[config.mk]
export PLATFORM = sky130hd
export DESIGN_NAME = ffcp_ctrl
export DESIGN_NICKNAME = d
export VERILOG_FILES = /design/src/rtl/ffcp_pkg.sv /design/src/rtl/ffcp_ctrl.sv
export SDC_FILE = /design/constraint.sdc
export NUM_CORES = 1
export LEC_CHECK = 0
export ABC_AREA = 1
export BUFFER_PORTS_ARGS = -buffer_cell sky130_fd_sc_hd__clkbuf_2
export CAP_MARGIN = 20
export CORE_AREA = 2 2 39 41
export DETAILED_ROUTE_END_ITERATION = 8
export DIE_AREA = 0 0 41 43
export GPL_TIMING_DRIVEN = 0
export PLACE_DENSITY = 0.53
export SLEW_MARGIN = 20
export SYNTH_ARGS = -nofsm -noshare
export SYNTH_HDL_FRONTEND = slang
export SYNTH_SLANG_ARGS = --single-unit
export TNS_END_PERCENT = 100
[constraint.sdc]
create_clock -name clk -period 1.5 [get_ports clk]
set_input_delay 0.075 -clock clk [delete_from_list [all_inputs] [get_ports clk]]
set_output_delay 0.075 -clock clk [all_outputs]
set_load 0.01 [all_outputs]
[src/rtl/ffcp_pkg.sv]
`timescale 1ns / 1ps
// ffcp_pkg: types and constants for the first-fit counter packer
// no dependencies; used by every module of the block but ffcp_ram

package ffcp_pkg;

  localparam int TIME_W = 30;
  localparam int IDX_W  = 10;
  localparam int CNT_W  = 11;
  localparam int STAT_W = 2;
  localparam int DATA_W = 32;
  localparam int ADDR_W = 3;

  localparam logic [TIME_W-1:0] CAPACITY_RESET = 30'd1000000000;

  // register index, taken from paddr[2]
  localparam logic REG_COUNTER_CAPACITY = 1'b0;

  localparam logic [STAT_W-1:0] ST_PLACED     = 2'd0;
  localparam logic [STAT_W-1:0] ST_TOO_BIG    = 2'd1;
  localparam logic [STAT_W-1:0] ST_NO_COUNTER = 2'd2;

  typedef struct packed {
    logic [TIME_W-1:0] service_time;
    logic              first_of_set;
  } in_t;

  typedef struct packed {
    logic [IDX_W-1:0]  counter_index;
    logic [CNT_W-1:0]  counters_in_use;
    logic [STAT_W-1:0] status;
  } out_t;

  typedef enum logic [1:0] {
    S_IDLE,
    S_CHECK,
    S_SCAN,
    S_FINISH
  } fsm_state_t;

  typedef struct packed {
    logic load;
    logic place_zero;
    logic flag_big;
    logic flag_full;
    logic open_new;
    logic start_scan;
    logic scan;
    logic place_hit;
    logic emit;
  } cmd_t;

  typedef struct packed {
    logic zero;
    logic too_big;
    logic none_open;
    logic hit;
    logic last;
    logic full;
    logic out_free;
  } stat_t;

endpackage

[src/rtl/ffcp_ctrl.sv]
`timescale 1ns / 1ps
// ffcp_ctrl: state machine that sequences check, scan and result hand-off
// depends on ffcp_pkg

module ffcp_ctrl (
  input  logic            clk,
  input  logic            rst_n,
  input  logic            in_valid,
  output logic            in_ready,
  input  ffcp_pkg::stat_t stat,
  output ffcp_pkg::cmd_t  cmd
);

  ffcp_pkg::fsm_state_t state_r;
  ffcp_pkg::fsm_state_t state_nxt;

  always_ff @(posedge clk) begin
    if (!rst_n) begin
      state_r <= ffcp_pkg::S_IDLE;
    end else begin
      state_r <= state_nxt;
    end
  end

  always_comb begin
    state_nxt = state_r;
    unique case (state_r)
      ffcp_pkg::S_IDLE: begin
        if (in_valid) begin
          state_nxt = ffcp_pkg::S_CHECK;
        end
      end
      ffcp_pkg::S_CHECK: begin
        priority if (stat.zero || stat.too_big || stat.none_open) begin
          state_nxt = ffcp_pkg::S_FINISH;
        end else begin
          state_nxt = ffcp_pkg::S_SCAN;
        end
      end
      ffcp_pkg::S_SCAN: begin
        if (stat.hit || stat.last) begin
          state_nxt = ffcp_pkg::S_FINISH;
        end
      end
      ffcp_pkg::S_FINISH: begin
        if (stat.out_free) begin
          state_nxt = ffcp_pkg::S_IDLE;
        end
      end
      default: state_nxt = ffcp_pkg::S_IDLE;
    endcase
  end

  always_comb begin
    cmd      = '0;
    in_ready = 1'b0;
    unique case (state_r)
      ffcp_pkg::S_IDLE: begin
        in_ready = 1'b1;
        cmd.load = in_valid;
      end
      ffcp_pkg::S_CHECK: begin
        priority if (stat.zero) begin
          cmd.place_zero = 1'b1;
        end else if (stat.too_big) begin
          cmd.flag_big = 1'b1;
        end else if (stat.none_open) begin
          cmd.open_new = 1'b1;
        end else begin
          cmd.start_scan = 1'b1;
        end
      end
      ffcp_pkg::S_SCAN: begin
        cmd.scan = 1'b1;
        priority if (stat.hit) begin
          cmd.place_hit = 1'b1;
        end else if (stat.last && stat.full) begin
          cmd.flag_full = 1'b1;
        end else if (stat.last) begin
          cmd.open_new = 1'b1;
        end else begin
          cmd.scan = 1'b1;
        end
      end
      ffcp_pkg::S_FINISH: begin
        cmd.emit = stat.out_free;
      end
      default: begin
        cmd      = '0;
        in_ready = 1'b0;
      end
    endcase
  end

endmodule

==> results of run 1 <==
[per-stage QoR]
stage / total power [W] / std cells
6_report: 0.000695 / 89
5_1_grt: 0.000798 / 89
2_1_floorplan: 0.000439 / 51
3_5_place_dp: 0.000569 / 86
4_1_cts: 0.000705 / 89
3_3_place_gp: 0.000569 / 86
[cells in the mapped netlist, drive strengths merged]
| master | count |
|---|---|
| nand3 | 2 |
| dfxtp | 2 |
| nor2 | 8 |
| a21oi | 1 |
| inv | 14 |
| ha | 6 |
| nand2 | 13 |
| nand4 | 1 |
| a21boi | 1 |
| o21ai | 2 |
| nor3 | 1 |
[cell families (layout without fill, tap and decap cells)]
family | Yosys count | count (layout) | synth area share
AO/OA/AOI/OAI | 4 | 4 | 0.0857
flip-flops | 2 | 2 | 0.131
adder cells (fa/ha/maj) | 6 | 6 | 0.245
buffers and inverters | 14 | 36 | 0.171
AND/OR/NAND/NOR | 25 | 25 | 0.367
[layout make-up]
class | count | area, sq um
clock buffer | 3 | 22.5
fill | 177 | 937
inverter | 14 | 52.6
multi-input combinational | 35 | 214
sequential | 2 | 42.5
tap | 16 | 20.0
timing repair buffer | 19 | 95.1
[metal layers]
layer	track usage	share of wire	vias to the layer above
met4	0.100	0	0
li1	-	-	195
met2	0.144	0.48	11
met5	0	0	-
met1	0.0990	0.45	150
met3	0.0314	0.062	0
[power groups by stage]
| stage | Combinational, W | Clock [W] | Sequential (W) |
|---|---|---|---|
| 4_1_cts | 0.000451 | 0.000133 | 0.000120 |
| 3_3_place_gp | 0.000448 | 0 | 0.000121 |
| 2_1_floorplan | 0.000328 | 0 | 0.000111 |
| 6_report | 0.000447 | 0.000121 | 0.000127 |
| 5_1_grt | 0.000522 | 0.000142 | 0.000134 |
| 3_5_place_dp | 0.000448 | 0 | 0.000121 |
[worst reg2reg max path: stages, from the launching register on]
cell and delay, ns:
dfxtp_2 0.37, inv_1 0.09, ha_1 0.25, nand2_1 0.09, nand2_2 0.07, nor2_4 0.12
o21ai_1 0.09, a21oi_2 0.14
[timing repair]
item,CTS,global route
gates resized for setup,0,2
endpoints found under the setup margin,0,2
setup buffers,0,0
[worst paths after layout]
check / end / startpoint / slack [ns]
setup reg to reg: state_r[0]$_SDFFE_PN0P_ / state_r[0]$_SDFFE_PN0P_ / 0.21
hold / removal: state_r[0]$_SDFFE_PN0P_ / rst_n / 0.08
hold reg to reg: state_r[0]$_SDFFE_PN0P_ / state_r[0]$_SDFFE_PN0P_ / 0.51
setup / recovery: cmd[4] / state_r[0]$_SDFFE_PN0P_ / 0.13
==> reports/results.ini, run 1 <==
[critical_path]
critPathCaptureType=primary output
crit_buf_inv=2
crit_cells=4
crit_required_ns=1.42
crit_path_top_delay_cell=dfxtp_2
arrival_ns=1.30
worstPathCellList=inv_1 > ha_1 > a21boi_0 > clkbuf_2
critical_path.max_stage_delay_ns=0.37
crit_type=register to primary output
crit_path_start_kind=register
crit_family=flip-flops
crit_fanout=6
reg2reg_depth=7

[layout]
nNetsFinal=91
final_cell_mix=clkbuf_2 (19), inv_1 (14), nand2_1 (12)
final_area_sq_um=447
regMostFlops=state_r
drive_gt1_frac=0.384
layout_commonest_cell=clkbuf_2
largestRegisters=state_r: 2 flops
final_util=0.323
area_growth_pct=45.7
largest_register_ffs=2
n_antenna_cell=0

[clock_network]
cts-hold-fix-buffers=0
cts_tree=yes
cts_root_buf=clkbuf_4
clock_path_buffers=2
numCtsBuffers=3
clock-sinks=2
cts.clk_slew.worst_paths_ns=0.03
worstSkewPairLatency_ns=0.23
h-tree-depth=1

[drt]
ant_nets=0
wl_per_cell_microns=7.92
drcViolationCount=0
vias_per_cell=4.00
drt_iter0_drc=2
vias=356
dr.pass1.iters=4
wirelength_microns=705

[power]
ir_drop_v=0.000629
power.share.clock=0.175
p_seq_frac=0.182
intPower_w=0.000367
p_switching_w=0.000328
leakage_nw=0.289
power_density_mw_per_mm2=1560
switching_share=0.472
p_comb_frac=0.643

[timing]
drv_slew=0
fin_setup_tns_ns=0
hold_viol_final=0
finalSetupViolations=0
slew_headroom=0.884
fmax_mhz=729
rsz0062_at_grt=no
clock_skew_ns=0.000522
tightest_slew_ns=0.173
period_needed_ns=1.37
setup_ws_ns=0.128
hold_slack_ns=0.0801
period_share=0.915

[die]
fp.dieW_microns=41
ioPinCount=20
coreArea_sq_mm=0.00138
fp-row-count=14
start_util=0.222
die_h_microns=43
dieArea_sq_mm=0.00176

[yosys]
syn-cell-area_sq_um=307
ys_warn_count=0
synth_seq_area_share=0.131
postSynthAreaPerCell_sq_um=6.01
synthDistinctLibCells=15
synth-seq-cells=2
synthCells=51
yosys.area.top_type=ha_1
synth.area.top_cells=ha_1 (24%), inv_1 (17%), nand2_1 (15%)
synth_nets=67
synth_top_area_frac=0.245

[placed_design]
hpwl_microns=555
port_buffers=19
dp_slack_ns=0.151
place_area_sq_um=422
routabilityCongestion=0.736

[grt]
grt_usage=0.0982
grt_overflow=0
grt_pass1_vias=305
antenna_found_initial=0
grt_max_degree=7
grt_pass1_wl_microns=1100

[min_path]
hp-class=primary input to register
worst_hold_path.num_cells=3

[flow_run]
drv_cap=0

[status]
status=complete, no violations

Note: power is estimated with default switching activity, not from simulation.
==> inputs of run 2 (changes only) <==
ABC_AREA = default   (was 1)
PLACE_DENSITY = 0.51   (was 0.53)
==> run 2 against run 1 <==
Against the previous run: core utilization grew 6.6 points; via count decreased by 0.56%; worst hold slack better by 0.067 ns; critical path depth did not move; sequential share of layout area down 0.69 points; non-clock buffer count increased by 2; area after synthesis shrank 6.9%; final cell count fell by 16%; critical path type is now register to register; register-to-register slack worse by 0.17 ns; design area up 20%; die area unchanged; wire length rose by 10%; largest power group unchanged.
==> reports/results.ini, run 2 <==
[status]
status=complete, no violations

[critical_path]
crit_family=simple AND/OR/NAND/NOR gates
crit_buf_inv=0
reg2reg_slack_ns=0.04
reg2reg_from=state_r[0]$_SDFFE_PN0P_
crit_path_top_delay_cell=or3_4
crit_fanout=5
worstReg2RegEnd=state_r[0]$_SDFFE_PN0P_
critical_path.max_stage_delay_ns=0.39
arrival_ns=1.58
worstPathCellList=ha_1 > nor2b_4 > or3_4 > o32ai_4
critPathCaptureType=register
crit_path_start_kind=register
crit_required_ns=1.62
crit_type=register to register
reg2reg_depth=4

[layout]
largestRegisters=state_r: 2 flops
multi_input_area_sq_um=318
regMostFlops=state_r
final_cell_mix=clkbuf_2 (18), and2_1 (4), ha_1 (3), clkbuf_4 (3)
area_growth_pct=88.6
drive_gt1_frac=0.661
nNetsFinal=77
layout_commonest_cell=clkbuf_2
n_antenna_cell=0
register_area_sq_um=47.5
layout.cells.non_filler=75
nFillCells=145
largest_register_ffs=2

[drt]
drt_iter0_drc=2
wl_per_cell_microns=10.4
wl_met2_microns=459
vias_per_cell=4.72
ant_nets=0
vias=354
dr.pass1.iters=4
drcViolationCount=0
wl_met3_microns=48
top_layer=met3
met1_length_microns=272
wirelength_microns=779

[yosys]
yosys.area.top_type=ha_1
ys.flop_type=dfxtp_1
synthMuxAreaShare=0
synth_top_family_by_area=simple AND/OR/NAND/NOR gates
synth_seq_area_share=0.140
synth.most_common_cell=ha_1
synthArstFlopShare=0
synth_nets=51
synth_compound_area_frac=0.154
synth_top_area_frac=0.263
postSynthAreaPerCell_sq_um=8.15
synth_xor_area_frac=0
synth_adder_area_share=0.263
syn-cell-area_sq_um=285
synthCells=35
ys_warn_count=0
synth-seq-cells=2
synthSimpleGateAreaFrac=0.390
synth.area.top_cells=ha_1 (26%), dfxtp_1 (14%), and2_1 (8.8%)
yosys-top-cells-count=ha_1 (6), and2_1 (4), inv_1 (4)
synthDistinctLibCells=19
synth_edf_count=0

[timing]
fmax_mhz=687
drv_slew=0
slew_headroom=0.767
hold_viol_final=0
period_needed_ns=1.46
rsz0062_at_grt=yes
finalSetupViolations=0
fin_setup_tns_ns=0
period_share=0.971
tightest_slew_ns=0.346
setup_ws_ns=0.0437
clock_skew_ns=0.00183

[die]
dieArea_sq_mm=0.00176
fp.dieW_microns=41
ioPinCount=20
fp-row-count=14
die_h_microns=43
start_util=0.206
coreArea_sq_mm=0.00138

[min_path]
hp-class=primary input to register
worst_hold_path.num_cells=3
hold_start=rst_n
min_to=state_r[1]$_SDFFE_PN0P_

[clock_network]
worstSkewPairLatency_ns=0.22
clock-sinks=2
numCtsBuffers=3
cts-hold-fix-buffers=0
cts_root_buf=clkbuf_4
cts_tree=yes
clock_path_buffers=2
h-tree-depth=1
cts.clk_slew.worst_paths_ns=0.03

[grt]
grt_pass1_vias=295
antenna_found_initial=0
grt_usage=0.0921
grt_max_degree=6
grt_overflow=0
grt_pass1_wl_microns=1120

[power]
intPower_w=0.000492
leakage_nw=0.257
p_comb_frac=0.690
ir_drop_v=0.000500
switching_share=0.410
p_switching_w=0.000342
power.share.clock=0.139
power_density_mw_per_mm2=1550
p_seq_frac=0.171

[placed_design]
hpwl_microns=569
routabilityCongestion=0.708
port_buffers=19
dp_slack_ns=-0.0876
placed_cells=70

[flow_run]
drv_cap=0

run 2: cell count changes in the layout (fill, tap and decap cells not counted), moves of 2 or more:
cell     previous run  this run
nand2_1            12         2
nand3_1             2         0
inv_4               0         2
nor2b_4             0         2
and2_1              0         4
dfxtp_4             0         2
ha_1                6         3
ha_4                0         2
buf_4               0         2
dfxtp_2             2         0
inv_1              14         2
nor2_1              6         1
run 2: kinds of logic (layout without fill, tap and decap cells):
family | Yosys count | after routing
buffers and inverters | 4 | 28
adders and majority gates | 6 | 6
AOI/OAI and AO/OA | 6 | 6
and+or+nand+nor | 17 | 17
DFF | 2 | 2
run 2: worst max-delay path by stage:
stage / slack, ns / to / from / cells past startpoint
6_report: 0.04 / state_r[0]$_SDFFE_PN0P_ / state_r[0]$_SDFFE_PN0P_ / 4
5_1_grt: -0.01 / cmd[4] / state_r[1]$_SDFFE_PN0P_ / 6
4_1_cts: 0.007 / state_r[1]$_SDFFE_PN0P_ / state_r[0]$_SDFFE_PN0P_ / 5
3_5_place_dp: -0.09 / state_r[0]$_SDFFE_PN0P_ / state_r[0]$_SDFFE_PN0P_ / 5
3_3_place_gp: -0.06 / state_r[1]$_SDFFE_PN0P_ / state_r[0]$_SDFFE_PN0P_ / 5
2_1_floorplan: 0.03 / state_r[1]$_SDFFE_PN0P_ / state_r[0]$_SDFFE_PN0P_ / 5
run 2: layer usage:
layer	up-vias	global-route usage
li1	174	-
met1	168	0.0796
met2	12	0.181
met3	0	0.0157
met4	0	0.0400
met5	-	0
run 2: power groups by stage:
stage          clock, W  combinational [W]  sequential (W)
3_3_place_gp          0           0.000372        0.000119
6_report       0.000116           0.000575        0.000143
5_1_grt        0.000131           0.000646        0.000149
4_1_cts        0.000120           0.000437        0.000128
3_5_place_dp          0           0.000370        0.000120
2_1_floorplan         0           0.000260        0.000110
run 2: tightest hold or removal path: stages:
cell and delay [ns]:
clkbuf_2 0.09, inv_1 0.12, a21oi_2 0.04
run 2: timing repair:
action,CTS,global route
gates resized for setup,5,17
setup endpoints to repair,2,2
buffers inserted,2,0
pin swaps,2,5
run 2: metrics by stage:
step / cell area, sq um / total power (W) / util / hold WS, ns
2_1_floorplan: 290 / 0.000370 / - / 0.199
3_3_place_gp: 405 / 0.000491 / 0.293 / 0.323
3_5_place_dp: 405 / 0.000489 / 0.293 / 0.322
4_1_cts: 455 / 0.000685 / 0.329 / 0.110
5_1_grt: 538 / 0.000925 / 0.389 / 0.155
6_report: 538 / 0.000834 / 0.389 / 0.147
run 2: area by class of cell:
| class | instances | share of cell area |
|---|---|---|
| clock buffers | 3 | 0.0419 |
| inverters | 4 | 0.0372 |
| multi-input cells | 29 | 0.591 |
| flip-flops and latches | 2 | 0.0884 |
| well taps | 16 | 0.0372 |
| repair buffers | 21 | 0.205 |
